File: src/rtl/core/i2cms_pkg.sv
// ----------------------------------------------------------------------------
// I2C master sequencer package
// Shared types and code values for the I2C master transaction sequencer.
// ----------------------------------------------------------------------------
package i2cms_pkg;

  // Request kinds carried in req_type.
  localparam logic [2:0] REQ_LOAD  = 3'd0;
  localparam logic [2:0] REQ_START = 3'd1;
  localparam logic [2:0] REQ_EVENT = 3'd2;
  localparam logic [2:0] REQ_TICK  = 3'd3;
  localparam logic [2:0] REQ_READ  = 3'd4;

  // Configuration register indexes.
  localparam logic [1:0] REG_DEVICE_ADDRESS = 2'd0;
  localparam logic [1:0] REG_WRITE_COUNT    = 2'd1;
  localparam logic [1:0] REG_READ_COUNT     = 2'd2;
  localparam logic [1:0] REG_TIMEOUT_LIMIT  = 2'd3;

  // Controller status codes.
  localparam logic [7:0] SC_START        = 8'h08;
  localparam logic [7:0] SC_REP_START    = 8'h10;
  localparam logic [7:0] SC_SLA_W_ACK    = 8'h18;
  localparam logic [7:0] SC_SLA_W_NACK   = 8'h20;
  localparam logic [7:0] SC_DATA_TX_ACK  = 8'h28;
  localparam logic [7:0] SC_DATA_TX_NACK = 8'h30;
  localparam logic [7:0] SC_ARB_LOST     = 8'h38;
  localparam logic [7:0] SC_SLA_R_ACK    = 8'h40;
  localparam logic [7:0] SC_SLA_R_NACK   = 8'h48;
  localparam logic [7:0] SC_DATA_RX_ACK  = 8'h50;
  localparam logic [7:0] SC_DATA_RX_NACK = 8'h58;

  localparam logic [4:0] POS_MAX = 5'd31;

  typedef enum logic [2:0] {
    ST_IDLE     = 3'd0,
    ST_BUSY     = 3'd1,
    ST_OK       = 3'd2,
    ST_NODATA   = 3'd3,
    ST_NACKADDR = 3'd4,
    ST_NACKDATA = 3'd5,
    ST_TIMEOUT  = 3'd6
  } txn_status_t;

  // Decision made for one word, completed by the registered store read data in the output stage.
  typedef struct packed {
    logic [7:0]  tx_const;
    logic        use_payload;
    logic        use_received;
    logic        tx_valid;
    logic        set_start;
    logic        set_stop;
    logic        set_ack;
    logic        clear_ack;
    logic        clear_interrupt;
    logic        clear_start;
    logic        finished;
    txn_status_t txn_status;
  } step_t;

  // Store accesses requested by the controller for one word.
  typedef struct packed {
    logic [4:0] pay_pos;
    logic       rx_we;
    logic [4:0] rx_pos;
  } mem_req_t;

endpackage

File: src/rtl/core/i2cms_if.sv
// ----------------------------------------------------------------------------
// I2C master sequencer channels
// Request and result channels with a valid/ready handshake.
// ----------------------------------------------------------------------------
interface i2cms_cmd_if;
  logic       valid;
  logic       ready;
  logic [2:0] req_type;
  logic [3:0] index;
  logic [7:0] data_byte;
  logic [7:0] status_code;

  modport source (output valid, req_type, index, data_byte, status_code, input ready);
  modport sink (input valid, req_type, index, data_byte, status_code, output ready);
endinterface

interface i2cms_res_if;
  logic       valid;
  logic       ready;
  logic [7:0] tx_byte;
  logic       tx_valid;
  logic       set_start;
  logic       set_stop;
  logic       set_ack;
  logic       clear_ack;
  logic       clear_interrupt;
  logic       clear_start;
  logic [2:0] txn_status;
  logic [7:0] read_byte;
  logic       finished;

  modport source (output valid, tx_byte, tx_valid, set_start, set_stop, set_ack, clear_ack,
                  clear_interrupt, clear_start, txn_status, read_byte, finished,
                  input ready);
  modport sink (input valid, tx_byte, tx_valid, set_start, set_stop, set_ack, clear_ack,
                clear_interrupt, clear_start, txn_status, read_byte, finished,
                output ready);
endinterface

File: src/rtl/core/i2cms_ram.sv
// ----------------------------------------------------------------------------
// Generic RAM
// One write port and one read port with registered read data.
// ----------------------------------------------------------------------------
module i2cms_ram #(
  parameter int WIDTH = 8,
  parameter int DEPTH = 16
) (
  input  logic                     clk,
  input  logic                     we,
  input  logic [$clog2(DEPTH)-1:0] waddr,
  input  logic [WIDTH-1:0]         wdata,
  input  logic                     re,
  input  logic [$clog2(DEPTH)-1:0] raddr,
  output logic [WIDTH-1:0]         rdata
);

  logic [WIDTH-1:0] mem [DEPTH];

  always_ff @(posedge clk) begin
    if (we) begin
      mem[waddr] <= wdata;
    end
    if (re) begin
      rdata <= mem[raddr];
    end
  end

endmodule

File: src/rtl/core/i2cms_ctrl.sv
// ----------------------------------------------------------------------------
// I2C master sequencer control
// Transaction state, send and receive positions and the timeout counter.
// ----------------------------------------------------------------------------
module i2cms_ctrl import i2cms_pkg::*; #(
  parameter int BUFFER_DEPTH = 16
) (
  input  logic        clk,
  input  logic        rst,
  input  logic        accept,
  input  logic [2:0]  req_type,
  input  logic [3:0]  index,
  input  logic [7:0]  status_code,
  input  logic [6:0]  device_address,
  input  logic [3:0]  write_count,
  input  logic [3:0]  read_count,
  input  logic [23:0] timeout_limit,
  output step_t       step,
  output mem_req_t    mreq
);

  txn_status_t state, state_next;
  logic [4:0]  send_pos, send_pos_next;
  logic [4:0]  recv_pos, recv_pos_next;
  logic [23:0] wait_cnt, wait_cnt_next;

  logic [4:0] tx_pos;
  logic [4:0] k;
  logic [5:0] wc_plus1;
  logic [5:0] recv_plus1;
  logic       do_tx;
  logic       do_rx;
  logic       ack_check;

  function automatic logic [4:0] sat_inc(input logic [4:0] p);
    return (p < POS_MAX) ? p + 5'd1 : POS_MAX;
  endfunction

  always_ff @(posedge clk) begin
    if (rst) begin
      state    <= ST_IDLE;
      send_pos <= '0;
      recv_pos <= '0;
      wait_cnt <= '0;
    end else if (accept) begin
      state    <= state_next;
      send_pos <= send_pos_next;
      recv_pos <= recv_pos_next;
      wait_cnt <= wait_cnt_next;
    end
  end

  always_comb begin
    state_next    = state;
    send_pos_next = send_pos;
    recv_pos_next = recv_pos;
    wait_cnt_next = wait_cnt;
    step          = '0;
    mreq          = '0;
    tx_pos        = send_pos;
    do_tx         = 1'b0;
    do_rx         = 1'b0;
    ack_check     = 1'b0;
    k             = '0;
    wc_plus1      = {2'b00, write_count} + 6'd1;
    recv_plus1    = '0;

    case (req_type)
      REQ_START: begin
        if (state != ST_BUSY && 32'(wc_plus1) <= BUFFER_DEPTH) begin
          state_next     = ST_BUSY;
          wait_cnt_next  = '0;
          step.set_start = 1'b1;
        end
      end
      REQ_EVENT: begin
        step.clear_interrupt = 1'b1;
        if (state == ST_BUSY) begin
          wait_cnt_next = '0;
          case (status_code)
            SC_START: begin
              tx_pos           = '0;
              do_tx            = 1'b1;
              step.clear_start = 1'b1;
            end
            SC_REP_START: begin
              recv_pos_next    = '0;
              do_tx            = 1'b1;
              step.clear_start = 1'b1;
            end
            SC_SLA_W_ACK: begin
              if (write_count == '0) begin
                step.set_stop = 1'b1;
                state_next    = ST_NODATA;
              end else begin
                do_tx = 1'b1;
              end
            end
            SC_DATA_TX_ACK: begin
              if ({1'b0, send_pos} < wc_plus1) begin
                do_tx = 1'b1;
              end else if (read_count != '0) begin
                step.set_start = 1'b1;
              end else begin
                step.set_stop = 1'b1;
                state_next    = ST_OK;
              end
            end
            SC_DATA_TX_NACK: begin
              step.set_stop = 1'b1;
              state_next    = ST_NACKDATA;
            end
            SC_SLA_R_ACK: begin
              ack_check = 1'b1;
            end
            SC_DATA_RX_ACK: begin
              do_rx     = 1'b1;
              ack_check = 1'b1;
            end
            SC_DATA_RX_NACK: begin
              do_rx         = 1'b1;
              step.set_stop = 1'b1;
              state_next    = ST_OK;
            end
            SC_SLA_W_NACK, SC_SLA_R_NACK: begin
              step.set_stop = 1'b1;
              state_next    = ST_NACKADDR;
            end
            default: begin
            end
          endcase

          // A received byte goes to the store when its position is in range;
          // the position advances regardless, saturating at 31.
          if (do_rx) begin
            mreq.rx_we    = 32'(recv_pos) < BUFFER_DEPTH;
            mreq.rx_pos   = recv_pos;
            recv_pos_next = sat_inc(recv_pos);
          end
          if (ack_check) begin
            recv_plus1 = {1'b0, recv_pos_next} + 6'd1;
            if (recv_plus1 < {2'b00, read_count}) begin
              step.set_ack = 1'b1;
            end else begin
              step.clear_ack = 1'b1;
            end
          end

          // Byte sequence: write address, payload, then read address.
          if (do_tx) begin
            step.tx_valid = 1'b1;
            send_pos_next = sat_inc(tx_pos);
            if (tx_pos == '0) begin
              step.tx_const = {device_address, 1'b0};
            end else if ({1'b0, tx_pos} <= {2'b00, write_count}) begin
              k = tx_pos - 5'd1;
              if (32'(k) < BUFFER_DEPTH) begin
                step.use_payload = 1'b1;
                mreq.pay_pos     = k;
              end
            end else if ({1'b0, tx_pos} == wc_plus1) begin
              step.tx_const = {device_address, 1'b1};
            end
          end

          if (state_next != ST_BUSY) begin
            step.finished    = 1'b1;
            step.clear_start = 1'b1;
          end
        end
      end
      REQ_TICK: begin
        if (state == ST_BUSY) begin
          if (wait_cnt >= timeout_limit) begin
            state_next       = ST_TIMEOUT;
            step.finished    = 1'b1;
            step.clear_start = 1'b1;
          end else begin
            wait_cnt_next = wait_cnt + 24'd1;
          end
        end
      end
      REQ_READ: begin
        step.use_received = 32'(index) < BUFFER_DEPTH;
      end
      default: begin
      end
    endcase

    step.txn_status = state_next;
  end

endmodule

File: src/rtl/core/i2c_master_transaction_sequencer.sv
// ----------------------------------------------------------------------------
// I2C master transaction sequencer
// Turns controller status codes into data bytes and controller commands.
// ----------------------------------------------------------------------------
// The block takes one request word every clock cycle while the result side
// is not stalled and returns exactly one result word per request. The
// decision stage decides the transaction step and reads both the payload
// and received-byte stores; the output stage merges the registered step and
// store data into the output register. The output register and the decision
// stage decouple the two sides, so a stalled result does not stop the next
// request from being taken until both stages hold a word. Configuration is
// written through a simple write port; the user must do so only while the
// block is idle, which it does not enforce; no clearing pass follows reset.
module i2c_master_transaction_sequencer import i2cms_pkg::*; #(
  parameter int BUFFER_DEPTH = 16
) (
  input  logic        clk,
  input  logic        rst,
  i2cms_cmd_if.sink   cmd,
  i2cms_res_if.source res,
  input  logic        cfg_write,
  input  logic [1:0]  cfg_index,
  input  logic [23:0] cfg_data
);

  localparam int AW = $clog2(BUFFER_DEPTH);

  logic [6:0]  device_address;
  logic [3:0]  write_count;
  logic [3:0]  read_count;
  logic [23:0] timeout_limit;

  logic     accept;
  step_t    step;
  mem_req_t mreq;

  logic     s1_valid;
  step_t    s1_step;
  logic     s1_move;
  logic     pay_we;
  logic [7:0] pay_rdata;
  logic [7:0] rx_rdata;

  always_ff @(posedge clk) begin
    if (rst) begin
      device_address <= '0;
      write_count    <= '0;
      read_count     <= '0;
      timeout_limit  <= 24'd65535;
    end else if (cfg_write) begin
      case (cfg_index)
        REG_DEVICE_ADDRESS: device_address <= cfg_data[6:0];
        REG_WRITE_COUNT:    write_count    <= cfg_data[3:0];
        REG_READ_COUNT:     read_count     <= cfg_data[3:0];
        REG_TIMEOUT_LIMIT:  timeout_limit  <= cfg_data;
        default: begin
        end
      endcase
    end
  end

  assign s1_move   = s1_valid && (!res.valid || res.ready);
  assign cmd.ready = !s1_valid || s1_move;
  assign accept    = cmd.valid && cmd.ready;

  i2cms_ctrl #(
    .BUFFER_DEPTH(BUFFER_DEPTH)
  ) u_ctrl (
    .clk           (clk),
    .rst           (rst),
    .accept        (accept),
    .req_type      (cmd.req_type),
    .index         (cmd.index),
    .status_code   (cmd.status_code),
    .device_address(device_address),
    .write_count   (write_count),
    .read_count    (read_count),
    .timeout_limit (timeout_limit),
    .step          (step),
    .mreq          (mreq)
  );

  assign pay_we = accept && cmd.req_type == REQ_LOAD && 32'(cmd.index) < BUFFER_DEPTH;

  // Read data is only refreshed on acceptance, so it holds while stalled.
  i2cms_ram #(
    .WIDTH(8),
    .DEPTH(BUFFER_DEPTH)
  ) u_payload_ram (
    .clk  (clk),
    .we   (pay_we),
    .waddr(AW'(cmd.index)),
    .wdata(cmd.data_byte),
    .re   (accept),
    .raddr(AW'(mreq.pay_pos)),
    .rdata(pay_rdata)
  );

  i2cms_ram #(
    .WIDTH(8),
    .DEPTH(BUFFER_DEPTH)
  ) u_received_ram (
    .clk  (clk),
    .we   (accept && mreq.rx_we),
    .waddr(AW'(mreq.rx_pos)),
    .wdata(cmd.data_byte),
    .re   (accept),
    .raddr(AW'(cmd.index)),
    .rdata(rx_rdata)
  );

  always_ff @(posedge clk) begin
    if (rst) begin
      s1_valid <= 1'b0;
    end else if (cmd.ready) begin
      s1_valid <= accept;
    end
  end

  always_ff @(posedge clk) begin
    if (accept) begin
      s1_step <= step;
    end
  end

  always_ff @(posedge clk) begin
    if (rst) begin
      res.valid <= 1'b0;
    end else if (s1_move) begin
      res.valid <= 1'b1;
    end else if (res.ready) begin
      res.valid <= 1'b0;
    end
  end

  always_ff @(posedge clk) begin
    if (s1_move) begin
      res.tx_byte         <= s1_step.use_payload ? pay_rdata : s1_step.tx_const;
      res.tx_valid        <= s1_step.tx_valid;
      res.set_start       <= s1_step.set_start;
      res.set_stop        <= s1_step.set_stop;
      res.set_ack         <= s1_step.set_ack;
      res.clear_ack       <= s1_step.clear_ack;
      res.clear_interrupt <= s1_step.clear_interrupt;
      res.clear_start     <= s1_step.clear_start;
      res.txn_status      <= 3'(s1_step.txn_status);
      res.read_byte       <= s1_step.use_received ? rx_rdata : 8'd0;
      res.finished        <= s1_step.finished;
    end
  end

endmodule
File: src/flat_wrapper.sv
// flat-port wrapper written by rule: the top's interface ports become plain ports
module i2c_master_transaction_sequencer_flat import i2cms_pkg::*;
#(
  parameter int BUFFER_DEPTH = 16
)
  (clk, rst, cfg_write, cfg_index, cfg_data, cmd_valid, cmd_req_type, cmd_index, cmd_data_byte, cmd_status_code, cmd_ready, res_valid, res_tx_byte, res_tx_valid, res_set_start, res_set_stop, res_set_ack, res_clear_ack, res_clear_interrupt, res_clear_start, res_txn_status, res_read_byte, res_finished, res_ready);
  i2cms_cmd_if cmd_i ();
  i2cms_res_if res_i ();
  input  logic clk;
  input  logic rst;
  input  logic cfg_write;
  input  logic [1:0] cfg_index;
  input  logic [23:0] cfg_data;
  input wire logic [$bits(cmd_i.valid)-1:0] cmd_valid;
  input wire logic [$bits(cmd_i.req_type)-1:0] cmd_req_type;
  input wire logic [$bits(cmd_i.index)-1:0] cmd_index;
  input wire logic [$bits(cmd_i.data_byte)-1:0] cmd_data_byte;
  input wire logic [$bits(cmd_i.status_code)-1:0] cmd_status_code;
  output wire logic [$bits(cmd_i.ready)-1:0] cmd_ready;
  output wire logic [$bits(res_i.valid)-1:0] res_valid;
  output wire logic [$bits(res_i.tx_byte)-1:0] res_tx_byte;
  output wire logic [$bits(res_i.tx_valid)-1:0] res_tx_valid;
  output wire logic [$bits(res_i.set_start)-1:0] res_set_start;
  output wire logic [$bits(res_i.set_stop)-1:0] res_set_stop;
  output wire logic [$bits(res_i.set_ack)-1:0] res_set_ack;
  output wire logic [$bits(res_i.clear_ack)-1:0] res_clear_ack;
  output wire logic [$bits(res_i.clear_interrupt)-1:0] res_clear_interrupt;
  output wire logic [$bits(res_i.clear_start)-1:0] res_clear_start;
  output wire logic [$bits(res_i.txn_status)-1:0] res_txn_status;
  output wire logic [$bits(res_i.read_byte)-1:0] res_read_byte;
  output wire logic [$bits(res_i.finished)-1:0] res_finished;
  input wire logic [$bits(res_i.ready)-1:0] res_ready;
  assign cmd_i.valid = cmd_valid;
  assign cmd_i.req_type = cmd_req_type;
  assign cmd_i.index = cmd_index;
  assign cmd_i.data_byte = cmd_data_byte;
  assign cmd_i.status_code = cmd_status_code;
  assign cmd_ready = cmd_i.ready;
  assign res_valid = res_i.valid;
  assign res_tx_byte = res_i.tx_byte;
  assign res_tx_valid = res_i.tx_valid;
  assign res_set_start = res_i.set_start;
  assign res_set_stop = res_i.set_stop;
  assign res_set_ack = res_i.set_ack;
  assign res_clear_ack = res_i.clear_ack;
  assign res_clear_interrupt = res_i.clear_interrupt;
  assign res_clear_start = res_i.clear_start;
  assign res_txn_status = res_i.txn_status;
  assign res_read_byte = res_i.read_byte;
  assign res_finished = res_i.finished;
  assign res_i.ready = res_ready;
  i2c_master_transaction_sequencer #(.BUFFER_DEPTH(BUFFER_DEPTH)) u_core (.clk(clk), .rst(rst), .cmd(cmd_i), .res(res_i), .cfg_write(cfg_write), .cfg_index(cfg_index), .cfg_data(cfg_data));
endmodule
File: config.mk
export PLATFORM = sky130hd
export DESIGN_NAME = i2c_master_transaction_sequencer_flat
export DESIGN_NICKNAME = d
export VERILOG_FILES = /design/src/rtl/core/i2cms_pkg.sv /design/src/rtl/core/i2cms_if.sv /design/src/rtl/core/i2cms_ram.sv /design/src/rtl/core/i2cms_ctrl.sv /design/src/rtl/core/i2c_master_transaction_sequencer.sv /design/src/flat_wrapper.sv
export SDC_FILE = /design/constraint.sdc
export NUM_CORES = 1
export LEC_CHECK = 0
export BUFFER_PORTS_ARGS = -buffer_cell sky130_fd_sc_hd__buf_2
export CORE_MARGIN = 2
export CORE_UTILIZATION = 58
export CTS_BUF_LIST = sky130_fd_sc_hd__clkbuf_4 sky130_fd_sc_hd__clkbuf_8
export DETAILED_ROUTE_END_ITERATION = 16
export GPL_TIMING_DRIVEN = 1
export PLACE_DENSITY = 0.79
export SYNTH_ARGS = -nofsm -noshare
export SYNTH_HDL_FRONTEND = slang
export SYNTH_SLANG_ARGS = --single-unit
File: constraint.sdc
create_clock -name clk -period 4 [get_ports clk]
set_input_delay 0.8 -clock clk [delete_from_list [all_inputs] [get_ports clk]]
set_output_delay 0.8 -clock clk [all_outputs]
set_load 0.01 [all_outputs]
==> results of run 1 <==
flip-flops by register name, summed over array words and instances, names as in the netlist, 5 cells and up:
name and count:
u_core.device_address 7, u_core.res.read_byte 8, u_core.res.tx_byte 8, u_core.s1_step 21
u_core.timeout_limit 24, u_core.u_ctrl.recv_pos 5, u_core.u_ctrl.send_pos 5, u_core.u_ctrl.wait_cnt 24
u_core.u_payload_ram.mem 128, u_core.u_payload_ram.rdata 8, u_core.u_received_ram.mem 128, u_core.u_received_ram.rdata 8
worst max path at each step:
stage	startpoint	to	slack (ns)	cells after the start
after floorplan	cmd_status_code[1]	u_core.u_payload_ram.rdata[5]	0.05	16
after CTS	u_core.write_count[0]	u_core.u_payload_ram.rdata[5]	0.46	13
final	u_core.write_count[0]	u_core.u_payload_ram.rdata[5]	0.43	13
after global placement	cmd_status_code[6]	u_core.u_payload_ram.rdata[6]	0.09	17
after detailed placement	cmd_status_code[6]	u_core.u_payload_ram.rdata[3]	-0.08	17
after global routing	u_core.write_count[0]	u_core.u_payload_ram.rdata[3]	0.17	14
placed cells by master (no fill, tap or decap), types with 8 or more instances in the layout:
| cell | synthesis | layout |
|---|---|---|
| clkinv_1 | 0 | 16 |
| nand3_1 | 38 | 38 |
| nand2_1 | 89 | 89 |
| o211ai_1 | 12 | 12 |
| inv_1 | 50 | 49 |
| a211o_1 | 16 | 16 |
| nor2_1 | 113 | 113 |
| a211oi_1 | 20 | 20 |
| clkbuf_8 | 0 | 63 |
| nor3_1 | 20 | 20 |
| xnor2_1 | 17 | 17 |
| a21o_1 | 10 | 10 |
| o21ai_0 | 55 | 55 |
| ha_1 | 41 | 41 |
| mux2_2 | 9 | 9 |
| mux4_2 | 48 | 48 |
| a32oi_1 | 8 | 8 |
| mux2i_1 | 44 | 44 |
| a21oi_1 | 47 | 47 |
| a2111oi_0 | 8 | 8 |
| and2_1 | 27 | 27 |
| nand2b_1 | 11 | 11 |
| or4_1 | 11 | 11 |
| clkbuf_4 | 0 | 17 |
| buf_4 | 1 | 51 |
| dfxtp_1 | 78 | 78 |
| edfxtp_1 | 320 | 320 |
| buf_2 | 2 | 82 |
| a21bo_2 | 10 | 10 |
| clkinv_2 | 1 | 10 |
| nand3b_1 | 13 | 13 |
| and3_1 | 20 | 20 |
| nand4_1 | 13 | 13 |
| a31oi_1 | 14 | 14 |
through the flow:
step,worst slack (ns),power (mW)
floorplan,0.0478,4.84
global placement,0.0879,5.00
detailed placement,-0.0838,5.02
CTS,0.455,8.38
global route,0.170,8.60
finish,0.433,8.32
cell families (layout without fill, tap and decap cells):
kind of cell | after synthesis | in the layout | share of synthesized area (%)
xor+xnor | 21 | 21 | 1.05
simple gates | 393 | 393 | 11.4
mux | 101 | 101 | 9.27
compound gates | 228 | 228 | 8.86
fa+ha+maj | 41 | 41 | 2.93
flops | 398 | 398 | 63.8
buf+inv | 120 | 300 | 2.70
final cells by class:
type / count / area [µm²] / area share (%)
Inverter: 53 / 200 / 1.01
Clock inverter: 31 / 251 / 1.27
Clock buffer: 80 / 995 / 5.02
Multi-Input combinational cell: 784 / 5870 / 29.6
Timing Repair Buffer: 136 / 853 / 4.30
Sequential cell: 398 / 11200 / 56.3
Tap cell: 390 / 488 / 2.46
layer usage:
layer	GRT usage, %	routed length [µm]	vias to the layer above
li1	-	-	5225
met1	35.2	16600	5628
met2	40.5	18700	475
met3	4.88	2980	69
met4	7.68	837	2
met5	0	13	-
power by group through the flow:
stage / Clock, mW / Combinational [mW] / Sequential [mW]
final: 3.39 / 0.382 / 4.55
after global routing: 3.63 / 0.412 / 4.55
after CTS: 3.45 / 0.381 / 4.55
after detailed placement: 0 / 0.380 / 4.64
after global placement: 0 / 0.368 / 4.63
after floorplan: 0 / 0.207 / 4.64
==> summary.md, run 1 <==
The top-level I/O count came out at 83. The width of the die is 178 µm, and the quantity of hold-fixing buffers added after cts is 0. Hold is met by 0.381 ns.

TritonCTS built the clock tree. Once detail routing completed, the nets flagged for antenna violations numbered 0. The initial antenna violation count came out at 1.

The critical path goes through and2_1, nand2_1, xnor2_1, ha_1, nor2_1, a211oi_1, a21oi_1, a21oi_4, nor3_4, buf_12, a31oi_1, or4_1, nand3_1. Using the TritonRoute via totals, the vias-per-cell ratio works out to 6.09. The cell type with the largest total area after synthesis was edfxtp_1. The share of the synthesized area in the top cell type came out at 54.9%. The clock buffer count from CTS came out at 59. Setup violations remaining at the end of the flow were counted as 0.

Summed over all layers, the routed wires come to 39,100 µm. The kind of cell adding the most delay to the critical path was simple AND/OR/NAND/NOR gates. For the slack of the worst reg-to-reg path, the log shows 0.43 ns. The worst hold path was traced through 2 stages. Counting instances in the post-synthesis netlist gives the leading cell types as edfxtp_1 (320), nor2_1 (113), nand2_1 (89). The y dimension of the die is 178 µm, and the total global-route track usage is 25.2%. The flow ran to the end, and the final reports show no timing, DRC or antenna violations. The worst pin sits at a relative slew slack of 21.6%. The slowest stage of the critical path belongs to the cell or4_1.

In this run the core area contains 63 standard-cell rows. The HPWL after detailed placement is 26,100 µm. The logs give 66.9% for the share of the core filled with cells and 3 for the maximum clock path buffer count. After clock tree synthesis, the clock-pin slew on the worst setup and hold paths is 0.07 ns. Yosys mapped the design onto 71 distinct sky130hd cell types.

Net switching is 22.0% of the power. For this configuration, the core starts out at a cell density of 59.0%. The tools report the post-CTS setup buffer count as 0. The clock reaches the later pin of the worst-skew pair after 0.63 ns. Setup repair after global routing left no endpoint under its margin. The number of standard cells in the layout, taps in and fillers out was 1,872.

Via count of the first global-routing pass: 11,100. The number of pins exceeding their max-slew limit in the final report is 0. Endpoint of the worst hold path: u_core.timeout_limit[11].

The tools report the hold path startpoint as cfg_data[11]. The number of cell instances on the worst register-to-register path was 13; the maximum number of pins on one net before global-route repair was 66. Combinational logic burns 4.6% of the power. The min-delay analysis places its worst path in the category primary input to register.

The final-layout setup total negative slack is 0 ns, and the area inside the core boundary is 29,600 µm². The logs give 0 for the number of warnings printed during yosys synthesis and 31,600 µm² for the die area. The worst path uses 89.2% of the clock period. The startpoint of the worst register-to-register path was u_core.write_count[0]. In this run, flip-flops and latches consume 54.7% of the power. The count of state elements after synthesis is 398, and the share of flip-flops with an asynchronous set or reset is 0%. Static timing analysis puts the maximum clock frequency at 0.280 GHz. The placed instance area is 18,600 µm². CTS built an H-tree with a depth of 2.

The total DRC errors in the routed layout is 0, and the final-stage net count is 1,527. The tools report the root buffer cell as clkbuf_8. Summed over all layers, the global routing overflow is 0. The final-report hold violation count is 0, and the detailed-route wire length per cell is 20.9 µm. Summed over all nets, the switching power comes to 1.83 mW.

Once placement completed, the tool counted placed cells totaling 1,761. Post-CTS repair changed the size of 0 cells. The tools report the filler cell count as 2,126.

Among all cell types in the netlist, the one instantiated most often is edfxtp_1. The net count after synthesis came out at 1,397. The detailed router finished its first iteration with 1,331 violations. The repair_antennas step left the layout with diodes totalling 0. The synthesized area per cell is 13.4 µm².

Endpoint kind of the worst setup timing path: a register. In this run the tool buffered the top-level ports with 82 buffer cells. In the synthesized netlist the dominant register cell turns out to be edfxtp_1. The pre-antenna-repair detailed-routing pass consisted of 7 iterations. In this run the critical register-to-register path is captured at u_core.u_payload_ram.rdata[5].

The max-capacitance violation count came out at 0. The critical path's largest stage delay was 0.50 ns; the share of post-route cells with drive strength above 1 was 21.3%. The run gives 6.99 nW as the static leakage power. The cell area that synthesis handed to floorplanning was 17,500 µm².

The total via count in the routed design was 11,400; the peak ir drop on the vdd network was 273 µV. The sum of buffers and inverters on the critical path works out to 1. In this run, synthesis inferred 320 flip-flops with an integrated enable. The first global-routing pass estimated 61,000 µm of wire. CTS saw 398 sinks. The critical path is of the register to register type. The required time of the critical path is 4.46 ns, and the slew at the pin closest to its max-slew limit is 1.17 ns. The worst setup path is launched from a register. The last weighted congestion value of the routability-driven placer came out at 0.958. For the final database, setup skew stands at 0.0370 ns. In this run the worst path has a maximum fanout of 24.

The logs give 63.8% for the sequential area share after synthesis and 6.49 mW for the internal power component. Relative to the synthesized area, the layout overhead comes to 13.3%. By area the synthesized netlist is led by edfxtp_1 (55%), dfxtp_1 (8.9%), mux4_2 (6.2%). The smallest clock period supported by the final layout is computed as 3.57 ns. Synthesis handed over a netlist of 1,302 instances.

In this run the power density over the cells is 420 nW/µm². In this run, the clock network consumes 40.7% of the power. STA puts the critical path data arrival time at 4.03 ns.

After routing the design area is 19,800 µm².
No activity file was read; power rests on OpenSTA's default activity.
==> run 2, diff against run 1 <==
CORE_UTILIZATION = 25   (was 58)
PLACE_DENSITY = unset   (was 0.79)
==> summary.md, run 2 (synthesis gave the netlist of run 1 again) <==
After detailed routing, the total wire length is 43,400 µm. After clock tree synthesis, the clock-pin slew on the worst setup and hold paths is 0.06 ns. In this run the power density over the cells is 407 nW/µm². The startpoint identified for the worst hold timing path is cfg_data[12]. For the maximum clock path buffer count, the log shows 3. The max-capacitance violation count is 0, and the y dimension of the die is 269 µm.

For hold timing, the worst endpoint is u_core.timeout_limit[12]. The final-layout setup total negative slack is 0 ns. The tools report the end of the worst register-to-register path as u_core.u_payload_ram.rdata[6]. The count of H-tree levels built during CTS was 3.

The final-report hold violation count is 0, and the placement-stage worst setup slack is 0.0225 ns. The die covers 72,100 µm². The total via count in the routed design came out at 11,300. In the final layout, the registers with the most flip-flops are u_core.u_payload_ram.mem x128, u_core.u_received_ram.mem x128.

For this run, the top clock speed supported by timing is 0.282 GHz. The logs give 5 for the number of iterations in the first detailed-routing pass and 1,550 for the final-stage net count. The maximum number of pins on one net before global-route repair is 48, and the total DRC errors in the routed layout is 0.

In this run the count of I/O pins placed on the die edge is 83. In this run the horizontal extent of the chip is 269 µm. The highest net fanout along the worst path came out at 24.

TritonCTS created 67 clock buffers. Highest-delay cell along the critical path: or4_1. In this run the post-CTS setup repair buffer count came out at 0. Detailed placement ended at an HPWL of 29,700 µm. Setup repair after global routing left no endpoint under its margin.

The leading cell type in the layout, fill and taps excluded was edfxtp_1. Of the cells placed in the final design, the portion with a size suffix greater than 1 is 22.9%. The number of stages on the worst setup path was 13. After clock tree synthesis, the repair step resized 0 gates.

The total overflow left after global routing is 0. For the worst setup path, the data required time is 4.49 ns. Final worst setup slack: 0.448 ns. The worst slack on hold paths is 0.380 ns. The number of pins exceeding their max-slew limit in the final report is 0, and the total global-route track usage is 11.9%. On the critical path the largest part of the delay comes from simple AND/OR/NAND/NOR gates. The slack of the worst reg-to-reg path is 0.45 ns. TritonCTS built the clock tree.

In the layout the commonest cells are edfxtp_1 (320), nor2_1 (113), nand2_1 (89). Worst-case headroom to the max-slew limit: 36.0%. The flow ran to the end, and the final reports show no timing, DRC or antenna violations.

After layout, the minimum clock period comes to 3.55 ns. The via count of the first global-routing pass is 11,200. The layout overhead on the synthesized area came out at 18.1%.

The post-route fraction of the period consumed by the critical path is 88.8%. Walking the worst path, the cells encountered are and2_1, nand2_1, xnor2_1, ha_1, nor2_1, a211oi_1, a21oi_1, a21oi_4, nor3_4, buf_12, a31oi_1, or4_1, nand3_1. The hold path depth came out at 2. CTS placed an instance of clkbuf_8 at the clock tree root. The min-delay analysis places its worst path in the category primary input to register. After detailed routing, the number of vias per cell comes to 4.60. The peak ir drop on the vdd network is 206 µV. The worst register-to-register path has a depth of 13.

Last weighted congestion value of the routability-driven placer: 0.891. The quantity of I/O buffers inserted on ports came out at 82. The worst setup path is launched from a register. In this run the static leakage power is 7.09 nW. The critical path's largest stage delay is 0.51 ns, and the detailed-route wire length per cell is 17.7 µm. The area inside the core boundary is 69,700 µm².

The clock net in this run drives a total of 398 sinks. In this run the remaining antenna-violating nets after routing total 0. After detailed placement, the total cell area comes to 19,400 µm². The tools report the initial cell density of the core as 25.1%. For the pin with the worst max-slew slack, the measured transition is 0.960 ns. The finished cells cover 20,700 µm². The worst setup path is captured at a register.

Data arrives at the worst endpoint at 4.05 ns. In this run, post-CTS hold repair placed 0 buffers. In this run, the number of DRC markers left after iteration 0 of detailed routing was 821.

Across the routed clock network, the largest skew measured is 0.0402 ns. The global-route wire length before repair was 65,700 µm; the sum of buffers and inverters on the critical path was 1. The type of the worst setup path was register to register. The floorplan has 97 rows.

For the initial antenna violation count, the log shows 14. Setup violations remaining at the end of the flow were counted as 0. At the later pin of the worst-skew pair, clock insertion delay measures 0.63 ns. The startpoint identified for the worst register-to-register timing path is u_core.write_count[0].
-- run 2: how the worst max path moves through the flow --
stage / startpoint / endpoint
floorplan: cmd_status_code[1] / u_core.u_payload_ram.rdata[5]
global placement: cmd_status_code[1] / u_core.u_payload_ram.rdata[6]
detailed placement: cmd_status_code[1] / u_core.u_payload_ram.rdata[4]
CTS: u_core.write_count[0] / u_core.u_payload_ram.rdata[4]
global route: u_core.write_count[0] / u_core.s1_step[4]
finish: u_core.write_count[0] / u_core.u_payload_ram.rdata[6]
-- run 2: final cells by class --
class	instances	area, µm²
clock inverter	23	125
timing repair buffer	151	966
antenna	6	15.0
tap	940	1180
sequential	398	11200
inverter	53	200
clock buffer	96	1150
fill	7036	49000
multi-input combinational	784	5870
-- run 2: metrics by stage --
step	cells	util, %	total power, mW
3_3_place_gp	2326	27.8	5.02
6_report	2451	29.7	8.41
3_5_place_dp	2326	27.8	5.03
4_1_cts	2445	29.7	8.53
2_1_floorplan	1302	-	4.84
5_1_grt	2450	29.7	8.73
-- run 2: power by group --
part           switching, mW  leakage [nW]  total, mW  internal (mW)
sequential            0.0266          3.56       4.56           4.53
combinational          0.248          2.85      0.384          0.136
clock                   1.62         0.677       3.47           1.85
total                   1.90          7.09       8.41           6.52
-- run 2: metal layers --
| metal | track usage, % | wire length (µm) | vias to the layer above |
|---|---|---|---|
| li1 | - | - | 5292 |
| met1 | 15.0 | 18900 | 5602 |
| met2 | 19.8 | 21100 | 279 |
| met3 | 3.31 | 2520 | 83 |
| met4 | 3.81 | 864 | 16 |
| met5 | 0 | 117 | - |
